$ cat src/rtl/nlrn_pkg.sv
// Shared constants for the nearest left/right neighbor search block.
`timescale 1ns / 1ps

package nlrn_pkg;

  // Default widths of the coordinate and id fields.
  localparam int unsigned COORD_BITS_DEF = 16;
  localparam int unsigned ID_BITS_DEF    = 16;

  // Facing components are fixed signed Q1.14 words.
  localparam int unsigned DIR_BITS  = 16;

  // Reported distances.
  localparam int unsigned DIST_BITS = 24;
  localparam logic [DIST_BITS-1:0] NONE_DIST = 24'd9999999;
  localparam logic [DIST_BITS-1:0] DIST_MAX  = 24'hFFFFFF;

endpackage

$ cat src/rtl/nlrn_if.sv
// Valid/ready channel interfaces for candidate items and search results.
`timescale 1ns / 1ps

interface nlrn_cand_if #(
  parameter int unsigned COORD_BITS = nlrn_pkg::COORD_BITS_DEF,
  parameter int unsigned ID_BITS    = nlrn_pkg::ID_BITS_DEF
) ();
  logic                                valid;
  logic                                ready;
  logic signed [COORD_BITS-1:0]        ref_x;
  logic signed [COORD_BITS-1:0]        ref_y;
  logic signed [nlrn_pkg::DIR_BITS-1:0] dir_x;
  logic signed [nlrn_pkg::DIR_BITS-1:0] dir_y;
  logic                                same_type_check;
  logic        [ID_BITS-1:0]           self_id;
  logic        [ID_BITS-1:0]           cand_id;
  logic signed [COORD_BITS-1:0]        cand_x;
  logic signed [COORD_BITS-1:0]        cand_y;
  logic                                cand_last;

  modport source (
    output valid, ref_x, ref_y, dir_x, dir_y, same_type_check, self_id, cand_id,
           cand_x, cand_y, cand_last,
    input  ready
  );
  modport sink (
    input  valid, ref_x, ref_y, dir_x, dir_y, same_type_check, self_id, cand_id,
           cand_x, cand_y, cand_last,
    output ready
  );
endinterface

interface nlrn_res_if #(
  parameter int unsigned ID_BITS = nlrn_pkg::ID_BITS_DEF
) ();
  logic                           valid;
  logic                           ready;
  logic                           left_found;
  logic [ID_BITS-1:0]             left_id;
  logic [nlrn_pkg::DIST_BITS-1:0] left_dist;
  logic                           right_found;
  logic [ID_BITS-1:0]             right_id;
  logic [nlrn_pkg::DIST_BITS-1:0] right_dist;

  modport source (
    output valid, left_found, left_id, left_dist,
           right_found, right_id, right_dist,
    input  ready
  );
  modport sink (
    input  valid, left_found, left_id, left_dist,
           right_found, right_id, right_dist,
    output ready
  );
endinterface

$ cat src/rtl/nlrn_isqrt.sv
// Digit-by-digit integer square root, one result bit per cycle.
`timescale 1ns / 1ps

module nlrn_isqrt #(
  parameter int unsigned RAD_W = 2 * nlrn_pkg::COORD_BITS_DEF + 1
) (
  input  logic                     clk_i,
  input  logic                     rst_ni,
  input  logic                     start_i,
  input  logic [RAD_W-1:0]         radicand_i,
  output logic                     done_o,
  output logic [(RAD_W+1)/2-1:0]   root_o
);

  localparam int unsigned STEPS = (RAD_W + 1) / 2;
  localparam int unsigned PAD_W = 2 * STEPS;
  localparam int unsigned RT_W  = STEPS;
  localparam int unsigned REM_W = RT_W + 2;
  localparam int unsigned CNT_W = (STEPS > 1) ? $clog2(STEPS) : 1;

  logic [PAD_W-1:0] rad_q;
  logic [REM_W-1:0] rem_q;
  logic [RT_W-1:0]  root_q;
  logic [CNT_W-1:0] cnt_q;
  logic             busy_q;
  logic             done_q;

  logic [REM_W-1:0] rem_sh;
  logic [REM_W-1:0] trial;
  logic             fits;

  // Bring down the next pair of radicand bits and try a one digit.
  assign rem_sh = {rem_q[REM_W-3:0], rad_q[PAD_W-1 -: 2]};
  assign trial  = {root_q, 2'b01};
  assign fits   = (rem_sh >= trial);

  always_ff @(posedge clk_i or negedge rst_ni) begin
    if (!rst_ni) begin
      rad_q  <= '0;
      rem_q  <= '0;
      root_q <= '0;
      cnt_q  <= '0;
      busy_q <= 1'b0;
      done_q <= 1'b0;
    end else begin
      done_q <= 1'b0;
      if (start_i) begin
        rad_q  <= PAD_W'(radicand_i);
        rem_q  <= '0;
        root_q <= '0;
        cnt_q  <= '0;
        busy_q <= 1'b1;
      end else if (busy_q) begin
        rad_q <= {rad_q[PAD_W-3:0], 2'b00};
        if (fits) begin
          rem_q  <= rem_sh - trial;
          root_q <= {root_q[RT_W-2:0], 1'b1};
        end else begin
          rem_q  <= rem_sh;
          root_q <= {root_q[RT_W-2:0], 1'b0};
        end
        cnt_q <= cnt_q + CNT_W'(1);
        if (cnt_q == CNT_W'(STEPS - 1)) begin
          busy_q <= 1'b0;
          done_q <= 1'b1;
        end
      end
    end
  end

  assign done_o = done_q;
  assign root_o = root_q;

endmodule

$ cat src/rtl/nearest_left_right_neighbor.sv
// Top level of the nearest left/right neighbor search over a candidate stream.
// Candidates are taken one at a time: one is accepted only in the idle state, then goes
// through the shared multiplier steps and an update state before the next is taken. After
// the last candidate the two square roots run back to back in one shared root unit, and
// the result is registered after the right root is done, or later while an earlier result
// is still held. Reset (rst_ni, asynchronous, active low) empties both sides and the
// result register.
`timescale 1ns / 1ps

module nearest_left_right_neighbor #(
  parameter int unsigned COORD_BITS = nlrn_pkg::COORD_BITS_DEF,
  parameter int unsigned ID_BITS    = nlrn_pkg::ID_BITS_DEF
) (
  input logic        clk_i,
  input logic        rst_ni,
  nlrn_cand_if.sink  cand_i,
  nlrn_res_if.source res_o
);

  // Offsets carry one bit more than the coordinates. The shared multiplier takes the
  // wider of a facing component and an offset on one side and an offset on the other.
  localparam int unsigned OFF_W  = COORD_BITS + 1;
  localparam int unsigned AW     = (nlrn_pkg::DIR_BITS > OFF_W) ? nlrn_pkg::DIR_BITS : OFF_W;
  localparam int unsigned PROD_W = AW + OFF_W;
  localparam int unsigned DOT_W  = PROD_W + 1;
  localparam int unsigned DSQ_W  = 2 * COORD_BITS + 1;
  localparam int unsigned RT_W   = (DSQ_W + 1) / 2;
  localparam int unsigned SAT_W  = (RT_W > nlrn_pkg::DIST_BITS) ? RT_W : nlrn_pkg::DIST_BITS;

  // Multiplier schedule: the product of one step is summed in the next cycle.
  localparam logic [2:0] STEP_DOT_X = 3'd0;
  localparam logic [2:0] STEP_DOT_Y = 3'd1;
  localparam logic [2:0] STEP_SQ_X  = 3'd2;
  localparam logic [2:0] STEP_SQ_Y  = 3'd3;
  localparam logic [2:0] STEP_DRAIN = 3'd4;

  typedef enum logic [2:0] {
    S_IDLE,
    S_MUL,
    S_UPD,
    S_SQ_L,
    S_SQ_R,
    S_OUT
  } state_e;

  state_e state_q;

  // Working copy of the accepted candidate.
  logic signed [OFF_W-1:0]              ox_q;
  logic signed [OFF_W-1:0]              oy_q;
  logic signed [nlrn_pkg::DIR_BITS-1:0] dir_x_q;
  logic signed [nlrn_pkg::DIR_BITS-1:0] dir_y_q;
  logic        [ID_BITS-1:0]            id_q;
  logic                                 skip_q;
  logic                                 last_q;

  logic [2:0]               step_q;
  logic signed [PROD_W-1:0] prod_q;
  logic signed [DOT_W-1:0]  dot_q;
  logic [DSQ_W-1:0]         dsq_q;

  // Best candidate so far on each side.
  logic               left_seen_q;
  logic [DSQ_W-1:0]   left_dsq_q;
  logic [ID_BITS-1:0] left_id_q;
  logic               right_seen_q;
  logic [DSQ_W-1:0]   right_dsq_q;
  logic [ID_BITS-1:0] right_id_q;

  // Root unit handshake and results.
  logic             sq_start_q;
  logic [DSQ_W-1:0] sq_rad_q;
  logic             sq_done;
  logic [RT_W-1:0]  sq_root;
  logic [RT_W-1:0]  root_l_q;

  // Result register.
  logic                           res_valid_q;
  logic                           res_lf_q;
  logic [ID_BITS-1:0]             res_lid_q;
  logic [nlrn_pkg::DIST_BITS-1:0] res_ld_q;
  logic                           res_rf_q;
  logic [ID_BITS-1:0]             res_rid_q;
  logic [nlrn_pkg::DIST_BITS-1:0] res_rd_q;

  logic                     cand_xfer;
  logic signed [AW-1:0]     mul_a;
  logic signed [OFF_W-1:0]  mul_b;
  logic signed [PROD_W-1:0] mul_p;
  logic                     on_left;
  logic                     left_upd;
  logic                     right_upd;
  logic [DSQ_W-1:0]         left_dsq_d;
  logic [nlrn_pkg::DIST_BITS-1:0] dist_l;
  logic [nlrn_pkg::DIST_BITS-1:0] dist_r;

  assign cand_i.ready = (state_q == S_IDLE);
  assign cand_xfer    = cand_i.valid && cand_i.ready;

  // Operand selection for the one shared signed multiplier.
  always_comb begin
    case (step_q)
      STEP_DOT_X: begin
        mul_a = AW'(dir_x_q);
        mul_b = ox_q;
      end
      STEP_DOT_Y: begin
        mul_a = AW'(dir_y_q);
        mul_b = oy_q;
      end
      STEP_SQ_X: begin
        mul_a = AW'(ox_q);
        mul_b = ox_q;
      end
      STEP_SQ_Y: begin
        mul_a = AW'(oy_q);
        mul_b = oy_q;
      end
      default: begin
        mul_a = '0;
        mul_b = '0;
      end
    endcase
  end

  assign mul_p = PROD_W'(mul_a) * PROD_W'(mul_b);

  // A negative dot product puts the candidate on the left; zero counts as right.
  // A side takes the candidate only on a strictly smaller squared distance.
  assign on_left    = dot_q[DOT_W-1];
  assign left_upd   = !skip_q && on_left && (!left_seen_q || (dsq_q < left_dsq_q));
  assign right_upd  = !skip_q && !on_left && (!right_seen_q || (dsq_q < right_dsq_q));
  assign left_dsq_d = left_upd ? dsq_q : left_dsq_q;

  // Saturate a root to the distance field; an empty side reports the marker value.
  function automatic logic [nlrn_pkg::DIST_BITS-1:0] sat_dist(input logic seen,
                                                              input logic [RT_W-1:0] root);
    logic [SAT_W-1:0] wide;
    wide = SAT_W'(root);
    if (!seen) begin
      sat_dist = nlrn_pkg::NONE_DIST;
    end else if (wide > SAT_W'(nlrn_pkg::DIST_MAX)) begin
      sat_dist = nlrn_pkg::DIST_MAX;
    end else begin
      sat_dist = wide[nlrn_pkg::DIST_BITS-1:0];
    end
  endfunction

  assign dist_l = sat_dist(left_seen_q, root_l_q);
  assign dist_r = sat_dist(right_seen_q, sq_root);

  always_ff @(posedge clk_i or negedge rst_ni) begin
    if (!rst_ni) begin
      state_q      <= S_IDLE;
      ox_q         <= '0;
      oy_q         <= '0;
      dir_x_q      <= '0;
      dir_y_q      <= '0;
      id_q         <= '0;
      skip_q       <= 1'b0;
      last_q       <= 1'b0;
      step_q       <= STEP_DOT_X;
      prod_q       <= '0;
      dot_q        <= '0;
      dsq_q        <= '0;
      left_seen_q  <= 1'b0;
      left_dsq_q   <= '1;
      left_id_q    <= '0;
      right_seen_q <= 1'b0;
      right_dsq_q  <= '1;
      right_id_q   <= '0;
      sq_start_q   <= 1'b0;
      sq_rad_q     <= '0;
      root_l_q     <= '0;
      res_valid_q  <= 1'b0;
      res_lf_q     <= 1'b0;
      res_lid_q    <= '0;
      res_ld_q     <= '0;
      res_rf_q     <= 1'b0;
      res_rid_q    <= '0;
      res_rd_q     <= '0;
    end else begin
      sq_start_q <= 1'b0;
      // In S_OUT the result register is refilled in the same cycle as its transfer.
      if (res_valid_q && res_o.ready && (state_q != S_OUT)) begin
        res_valid_q <= 1'b0;
      end

      case (state_q)
        S_IDLE: begin
          if (cand_xfer) begin
            ox_q    <= OFF_W'(cand_i.cand_x) - OFF_W'(cand_i.ref_x);
            oy_q    <= OFF_W'(cand_i.cand_y) - OFF_W'(cand_i.ref_y);
            dir_x_q <= cand_i.dir_x;
            dir_y_q <= cand_i.dir_y;
            id_q    <= cand_i.cand_id;
            skip_q  <= cand_i.same_type_check && (cand_i.self_id == cand_i.cand_id);
            last_q  <= cand_i.cand_last;
            step_q  <= STEP_DOT_X;
            state_q <= S_MUL;
          end
        end

        S_MUL: begin
          prod_q <= mul_p;
          case (step_q)
            STEP_DOT_Y: dot_q <= DOT_W'(prod_q);
            STEP_SQ_X:  dot_q <= dot_q + DOT_W'(prod_q);
            STEP_SQ_Y:  dsq_q <= prod_q[DSQ_W-1:0];
            STEP_DRAIN: dsq_q <= dsq_q + prod_q[DSQ_W-1:0];
            default: ;
          endcase
          if (step_q == STEP_DRAIN) begin
            state_q <= S_UPD;
          end else begin
            step_q <= step_q + 3'd1;
          end
        end

        S_UPD: begin
          if (left_upd) begin
            left_seen_q <= 1'b1;
            left_dsq_q  <= dsq_q;
            left_id_q   <= id_q;
          end
          if (right_upd) begin
            right_seen_q <= 1'b1;
            right_dsq_q  <= dsq_q;
            right_id_q   <= id_q;
          end
          if (last_q) begin
            sq_rad_q   <= left_dsq_d;
            sq_start_q <= 1'b1;
            state_q    <= S_SQ_L;
          end else begin
            state_q <= S_IDLE;
          end
        end

        S_SQ_L: begin
          if (sq_done) begin
            root_l_q   <= sq_root;
            sq_rad_q   <= right_dsq_q;
            sq_start_q <= 1'b1;
            state_q    <= S_SQ_R;
          end
        end

        S_SQ_R: begin
          if (sq_done) begin
            state_q <= S_OUT;
          end
        end

        S_OUT: begin
          // The right root stays on the unit's output until the next start.
          if (!res_valid_q || res_o.ready) begin
            res_valid_q  <= 1'b1;
            res_lf_q     <= left_seen_q;
            res_lid_q    <= left_seen_q ? left_id_q : '0;
            res_ld_q     <= dist_l;
            res_rf_q     <= right_seen_q;
            res_rid_q    <= right_seen_q ? right_id_q : '0;
            res_rd_q     <= dist_r;
            left_seen_q  <= 1'b0;
            left_dsq_q   <= '1;
            left_id_q    <= '0;
            right_seen_q <= 1'b0;
            right_dsq_q  <= '1;
            right_id_q   <= '0;
            state_q      <= S_IDLE;
          end
        end

        default: state_q <= S_IDLE;
      endcase
    end
  end

  nlrn_isqrt #(
    .RAD_W (DSQ_W)
  ) u_isqrt (
    .clk_i      (clk_i),
    .rst_ni     (rst_ni),
    .start_i    (sq_start_q),
    .radicand_i (sq_rad_q),
    .done_o     (sq_done),
    .root_o     (sq_root)
  );

  assign res_o.valid       = res_valid_q;
  assign res_o.left_found  = res_lf_q;
  assign res_o.left_id     = res_lid_q;
  assign res_o.left_dist   = res_ld_q;
  assign res_o.right_found = res_rf_q;
  assign res_o.right_id    = res_rid_q;
  assign res_o.right_dist  = res_rd_q;

endmodule

$ cat src/flat_wrapper.sv
// flat-port wrapper written by rule: the top's interface ports become plain ports
module nearest_left_right_neighbor_flat 
#(
  parameter int unsigned COORD_BITS = nlrn_pkg::COORD_BITS_DEF,
  parameter int unsigned ID_BITS    = nlrn_pkg::ID_BITS_DEF
)
  (clk_i, rst_ni, cand_i_valid, cand_i_ref_x, cand_i_ref_y, cand_i_dir_x, cand_i_dir_y, cand_i_same_type_check, cand_i_self_id, cand_i_cand_id, cand_i_cand_x, cand_i_cand_y, cand_i_cand_last, cand_i_ready, res_o_valid, res_o_left_found, res_o_left_id, res_o_left_dist, res_o_right_found, res_o_right_id, res_o_right_dist, res_o_ready);
  nlrn_cand_if #(.COORD_BITS(COORD_BITS), .ID_BITS(ID_BITS)) cand_i_i ();
  nlrn_res_if #(.ID_BITS(ID_BITS)) res_o_i ();
  input logic clk_i;
  input logic rst_ni;
  input wire logic [$bits(cand_i_i.valid)-1:0] cand_i_valid;
  input wire logic [$bits(cand_i_i.ref_x)-1:0] cand_i_ref_x;
  input wire logic [$bits(cand_i_i.ref_y)-1:0] cand_i_ref_y;
  input wire logic [$bits(cand_i_i.dir_x)-1:0] cand_i_dir_x;
  input wire logic [$bits(cand_i_i.dir_y)-1:0] cand_i_dir_y;
  input wire logic [$bits(cand_i_i.same_type_check)-1:0] cand_i_same_type_check;
  input wire logic [$bits(cand_i_i.self_id)-1:0] cand_i_self_id;
  input wire logic [$bits(cand_i_i.cand_id)-1:0] cand_i_cand_id;
  input wire logic [$bits(cand_i_i.cand_x)-1:0] cand_i_cand_x;
  input wire logic [$bits(cand_i_i.cand_y)-1:0] cand_i_cand_y;
  input wire logic [$bits(cand_i_i.cand_last)-1:0] cand_i_cand_last;
  output wire logic [$bits(cand_i_i.ready)-1:0] cand_i_ready;
  output wire logic [$bits(res_o_i.valid)-1:0] res_o_valid;
  output wire logic [$bits(res_o_i.left_found)-1:0] res_o_left_found;
  output wire logic [$bits(res_o_i.left_id)-1:0] res_o_left_id;
  output wire logic [$bits(res_o_i.left_dist)-1:0] res_o_left_dist;
  output wire logic [$bits(res_o_i.right_found)-1:0] res_o_right_found;
  output wire logic [$bits(res_o_i.right_id)-1:0] res_o_right_id;
  output wire logic [$bits(res_o_i.right_dist)-1:0] res_o_right_dist;
  input wire logic [$bits(res_o_i.ready)-1:0] res_o_ready;
  assign cand_i_i.valid = cand_i_valid;
  assign cand_i_i.ref_x = cand_i_ref_x;
  assign cand_i_i.ref_y = cand_i_ref_y;
  assign cand_i_i.dir_x = cand_i_dir_x;
  assign cand_i_i.dir_y = cand_i_dir_y;
  assign cand_i_i.same_type_check = cand_i_same_type_check;
  assign cand_i_i.self_id = cand_i_self_id;
  assign cand_i_i.cand_id = cand_i_cand_id;
  assign cand_i_i.cand_x = cand_i_cand_x;
  assign cand_i_i.cand_y = cand_i_cand_y;
  assign cand_i_i.cand_last = cand_i_cand_last;
  assign cand_i_ready = cand_i_i.ready;
  assign res_o_valid = res_o_i.valid;
  assign res_o_left_found = res_o_i.left_found;
  assign res_o_left_id = res_o_i.left_id;
  assign res_o_left_dist = res_o_i.left_dist;
  assign res_o_right_found = res_o_i.right_found;
  assign res_o_right_id = res_o_i.right_id;
  assign res_o_right_dist = res_o_i.right_dist;
  assign res_o_i.ready = res_o_ready;
  nearest_left_right_neighbor #(.COORD_BITS(COORD_BITS), .ID_BITS(ID_BITS)) u_core (.clk_i(clk_i), .rst_ni(rst_ni), .cand_i(cand_i_i), .res_o(res_o_i));
endmodule
$ cat config.mk
export PLATFORM = sky130hd
export DESIGN_NAME = nearest_left_right_neighbor_flat
export DESIGN_NICKNAME = d
export VERILOG_FILES = /design/src/rtl/nlrn_pkg.sv /design/src/rtl/nlrn_if.sv /design/src/rtl/nlrn_isqrt.sv /design/src/rtl/nearest_left_right_neighbor.sv /design/src/flat_wrapper.sv
export SDC_FILE = /design/constraint.sdc
export NUM_CORES = 2
export LEC_CHECK = 0
export BUFFER_PORTS_ARGS = -buffer_cell sky130_fd_sc_hd__buf_2
export CORE_ASPECT_RATIO = 2
export CORE_UTILIZATION = 35
export DETAILED_ROUTE_END_ITERATION = 6
export GPL_ROUTABILITY_DRIVEN = 0
export PLACE_DENSITY_LB_ADDON = 0.3
export SLEW_MARGIN = 20
export SYNTH_ARGS = -nofsm -noshare
export SYNTH_HDL_FRONTEND = slang
export SYNTH_SLANG_ARGS = --single-unit
$ cat constraint.sdc
create_clock -name clk_i -period 12.1 [get_ports clk_i]
set_input_delay 0 -clock clk_i [delete_from_list [all_inputs] [get_ports clk_i]]
set_output_delay 0 -clock clk_i [all_outputs]
set_load 0.02 [all_outputs]
==> impl_metrics.py <==
metrics = {
    "outcome": {
        "status": "finished with violations",
        "failed_checks": "hold timing",
    },
    "logic_synthesis": {
        "syn_inst": 4364,
        "synth-edff-count": 0,
        "synth.avg_cell_area_um2": 8.96,
        "ys_ff_latch": 489,
        "yosysWarnings": 0,
        "synth.distinct_cells": 87,
        "synth_area_leaders": "dfrtp_1 27%, fa_1 15%, ha_1 8.7%, nand2_1 6.5%, inv_1 5.0%",
        "seq_area_frac_synth_pct": 31.5,
        "ys_async_sr_fraction_pct": 100,
        "synth_top_area_share_pct": 27.1,
        "yosys.area.top_type": "dfrtp_1",
        "synth_ff_type": "dfrtp_1",
        "syn-cell-area_um2": 39100,
    },
    "die": {
        "chipWidth_um": 238,
        "die_h_um": 475,
        "initial_utilization_pct": 35.3,
        "num_io_pins": 218,
        "rows": 173,
        "core_um2": 111000,
        "die_area_um2": 113000,
    },
    "clock_tree": {
        "ctsResizeCount": 0,
        "htreeDepth": 2,
        "clockRootBuffer": "clkbuf_16",
        "clock_path_buffers": 3,
        "cts_sinks": 489,
        "tritoncts": "done",
        "clk_pin_slew_ps": 70,
        "cts_buffers": 48,
        "clock_latency_ps": 680,
    },
    "routing": {
        "ant_nets": 0,
        "drtIter0Drc": 1928,
        "via_count": 31900,
        "routedWlPerCell_um": 19.7,
        "drc": 0,
        "wl_um": 121000,
        "viasPerCell": 5.20,
        "first_pass_iters": 5,
    },
    "run": {
        "cap_violations": 0,
    },
    "place": {
        "io_buffers": 209,
        "dp_hpwl_um": 93900,
        "placed_area_um2": 41600,
    },
    "global_routing": {
        "track_usage_pct": 21.9,
        "grt_pass1_vias": 34000,
        "grt_pass1_wl_um": 191000,
        "grt_overflow": 0,
        "grt_start_max_net_pins": 168,
        "antenna_found_initial": 7,
    },
    "sta": {
        "worst_slew_pin_slew_ps": 1160,
        "whs_ps": -22.7,
        "rsz0062_at_grt": "no",
        "finalCriticalPeriod_ps": 9180,
        "slew_headroom_pct": 22.1,
        "timing.fmax_mhz": 109,
        "final-hold-violation-count": 8,
        "finalSetupViolCount": 0,
        "setup_tns_ps": 0,
        "report.final.slew_viol_count": 0,
        "min_period_over_period_pct": 75.9,
        "finalClockSkew_ps": 80.2,
    },
    "critical_path": {
        "crit_required_ps": 12560,
        "critical_path_class": "reg -> reg",
        "cp_max_fo": 34,
        "start_kind": "register",
        "worstSetupEndpointType": "register",
        "worstPathArrival_ps": 9640,
    },
    "final_layout": {
        "regArea_um2": 12300,
        "syn_to_final_growth_pct": 14.4,
        "multi_input_comb_area_um2": 24000,
        "drive_gt1_share_pct": 10.6,
        "num-fill-cells": 11300,
        "stdcell_area_um2": 44700,
        "fin_nets": 5321,
    },
    "hold_path": {
        "min_path_type": "in -> async",
    },
}
-- per-stage QoR --
step	utilization, %	cells	setup WS, ps
floorplan	-	4371	3650
global placement	37.6	5911	3200
detailed placement	37.6	5911	3060
CTS	40.3	6139	2940
global route	40.3	6141	2360
finish	40.4	6144	2920
-- logic make-up (layout without fill, tap and decap cells) --
| family | Yosys count | after routing | synth area share [%] |
|---|---|---|---|
| buf+inv | 733 | 1014 | 7.30 |
| compound gates | 979 | 979 | 15.5 |
| fa+ha+maj | 573 | 573 | 24.1 |
| simple gates | 1288 | 1288 | 13.9 |
| mux | 167 | 167 | 4.70 |
| other cells | 1 | 13 | 0.00959 |
| flops | 489 | 489 | 31.5 |
| xor+xnor | 134 | 134 | 3.00 |
-- worst max-delay path: stages, from the launching register on --
cell      delay [ps]
dfrtp_1         1020
inv_1            610
ha_1             630
a22o_1           350
a221oi_1         280
buf_4            290
nor3_1            90
fa_1             560
inv_1             80
fa_1             480
fa_1             580
inv_1             60
fa_1             460
fa_1             550
inv_1             50
fa_1             520
inv_1             40
ha_1             330
and2_1           180
a22o_1           210
a311oi_1         390
o21a_1           230
o21bai_1         120
a211oi_1         350
o21bai_1         150
xnor2_1          240
o21ai_1           80
-- final timing paths --
path / slack [ps] / start / endpoint / depth (start not counted)
max: 2920 / u_core.step_q[2]$_DFFE_PN0P_ / u_core.prod_q[25]$_DFFE_PN0P_ / 26
min: -20 / rst_ni / u_core.u_isqrt.rad_q[9]$_DFFE_PN0P_ / 2
max reg2reg: 2920 / u_core.step_q[2]$_DFFE_PN0P_ / u_core.prod_q[25]$_DFFE_PN0P_ / 26
min reg2reg: 470 / u_core.sq_rad_q[4]$_DFFE_PN0P_ / u_core.u_isqrt.rad_q[4]$_DFFE_PN0P_ / 2
max in group asynchronous: 9730 / rst_ni / u_core.u_isqrt.busy_q$_DFF_PN0_ / 4
min in group clk_i: 40 / cand_i_ref_y[5] / u_core.oy_q[6]$_DFFE_PN0P_ / 6
-- flip-flops by register name (all words and copies together), names as in the netlist, 18 cells and up --
name and flops:
u_core.prod_q 34, u_core.dot_q 35, u_core.res_o.left_dist 18, u_core.left_dsq_q 33, u_core.right_dsq_q 33, u_core.sq_rad_q 33
u_core.u_isqrt.rad_q 34, u_core.res_o.right_dist 18, u_core.dsq_q 33
-- cells in the final DEF (no fill, tap or decap), drive strengths merged, types with 14 or more instances in the layout --
master	n
nand2	678
inv	528
dfrtp	423
o21ai	393
nor2	349
fa	300
ha	273
buf	261
a21oi	196
dlygate4sd3	140
mux2i	126
a21o	116
xnor2	80
clkbuf	70
dfstp	66
nand3	56
xor2	54
mux2	41
nor3	37
a31oi	37
nor2b	29
a211oi	26
nand2b	25
o21a	24
nand4	23
and3	23
a221oi	22
a22o	18
a221o	17
o211ai	17
o21bai	17
o31ai	16
a311oi	16
or2	15
or3	14
-- synthesized netlist by cell type, types with 116 or more instances --
library cell / instances
a21oi_1: 195
nand2_1: 678
inv_1: 523
clkbuf_1: 166
a21o_1: 116
fa_1: 300
mux2i_1: 126
o21ai_1: 126
ha_1: 273
dfrtp_1: 423
nor2_1: 349
o21ai_0: 267
-- metal layers --
metal	GRT usage (%)	vias to the layer above	routed length, um
met5	0	-	13
met3	2.42	383	4680
met1	22.1	15700	42000
met4	16.3	2	10200
met2	41.2	824	64300
li1	-	15000	-
-- final cells by class --
cell class	count	share of cell area [%]
multi-input cells	3149	53.7
flip-flops and latches	489	27.6
repair buffers	401	6.40
inverters	525	4.41
well taps	1487	4.16
clock buffers	70	3.14
clock inverters	18	0.568
diodes	5	0.0280
-- what timing repair did --
action,4_1_cts,5_1_grt
hold endpoints to repair,177,0
hold buffers,140,0
buffers inserted,0,0
Power is not shown: default switching activity piles up to over one toggle a cycle in this logic, so the estimate is an artifact.
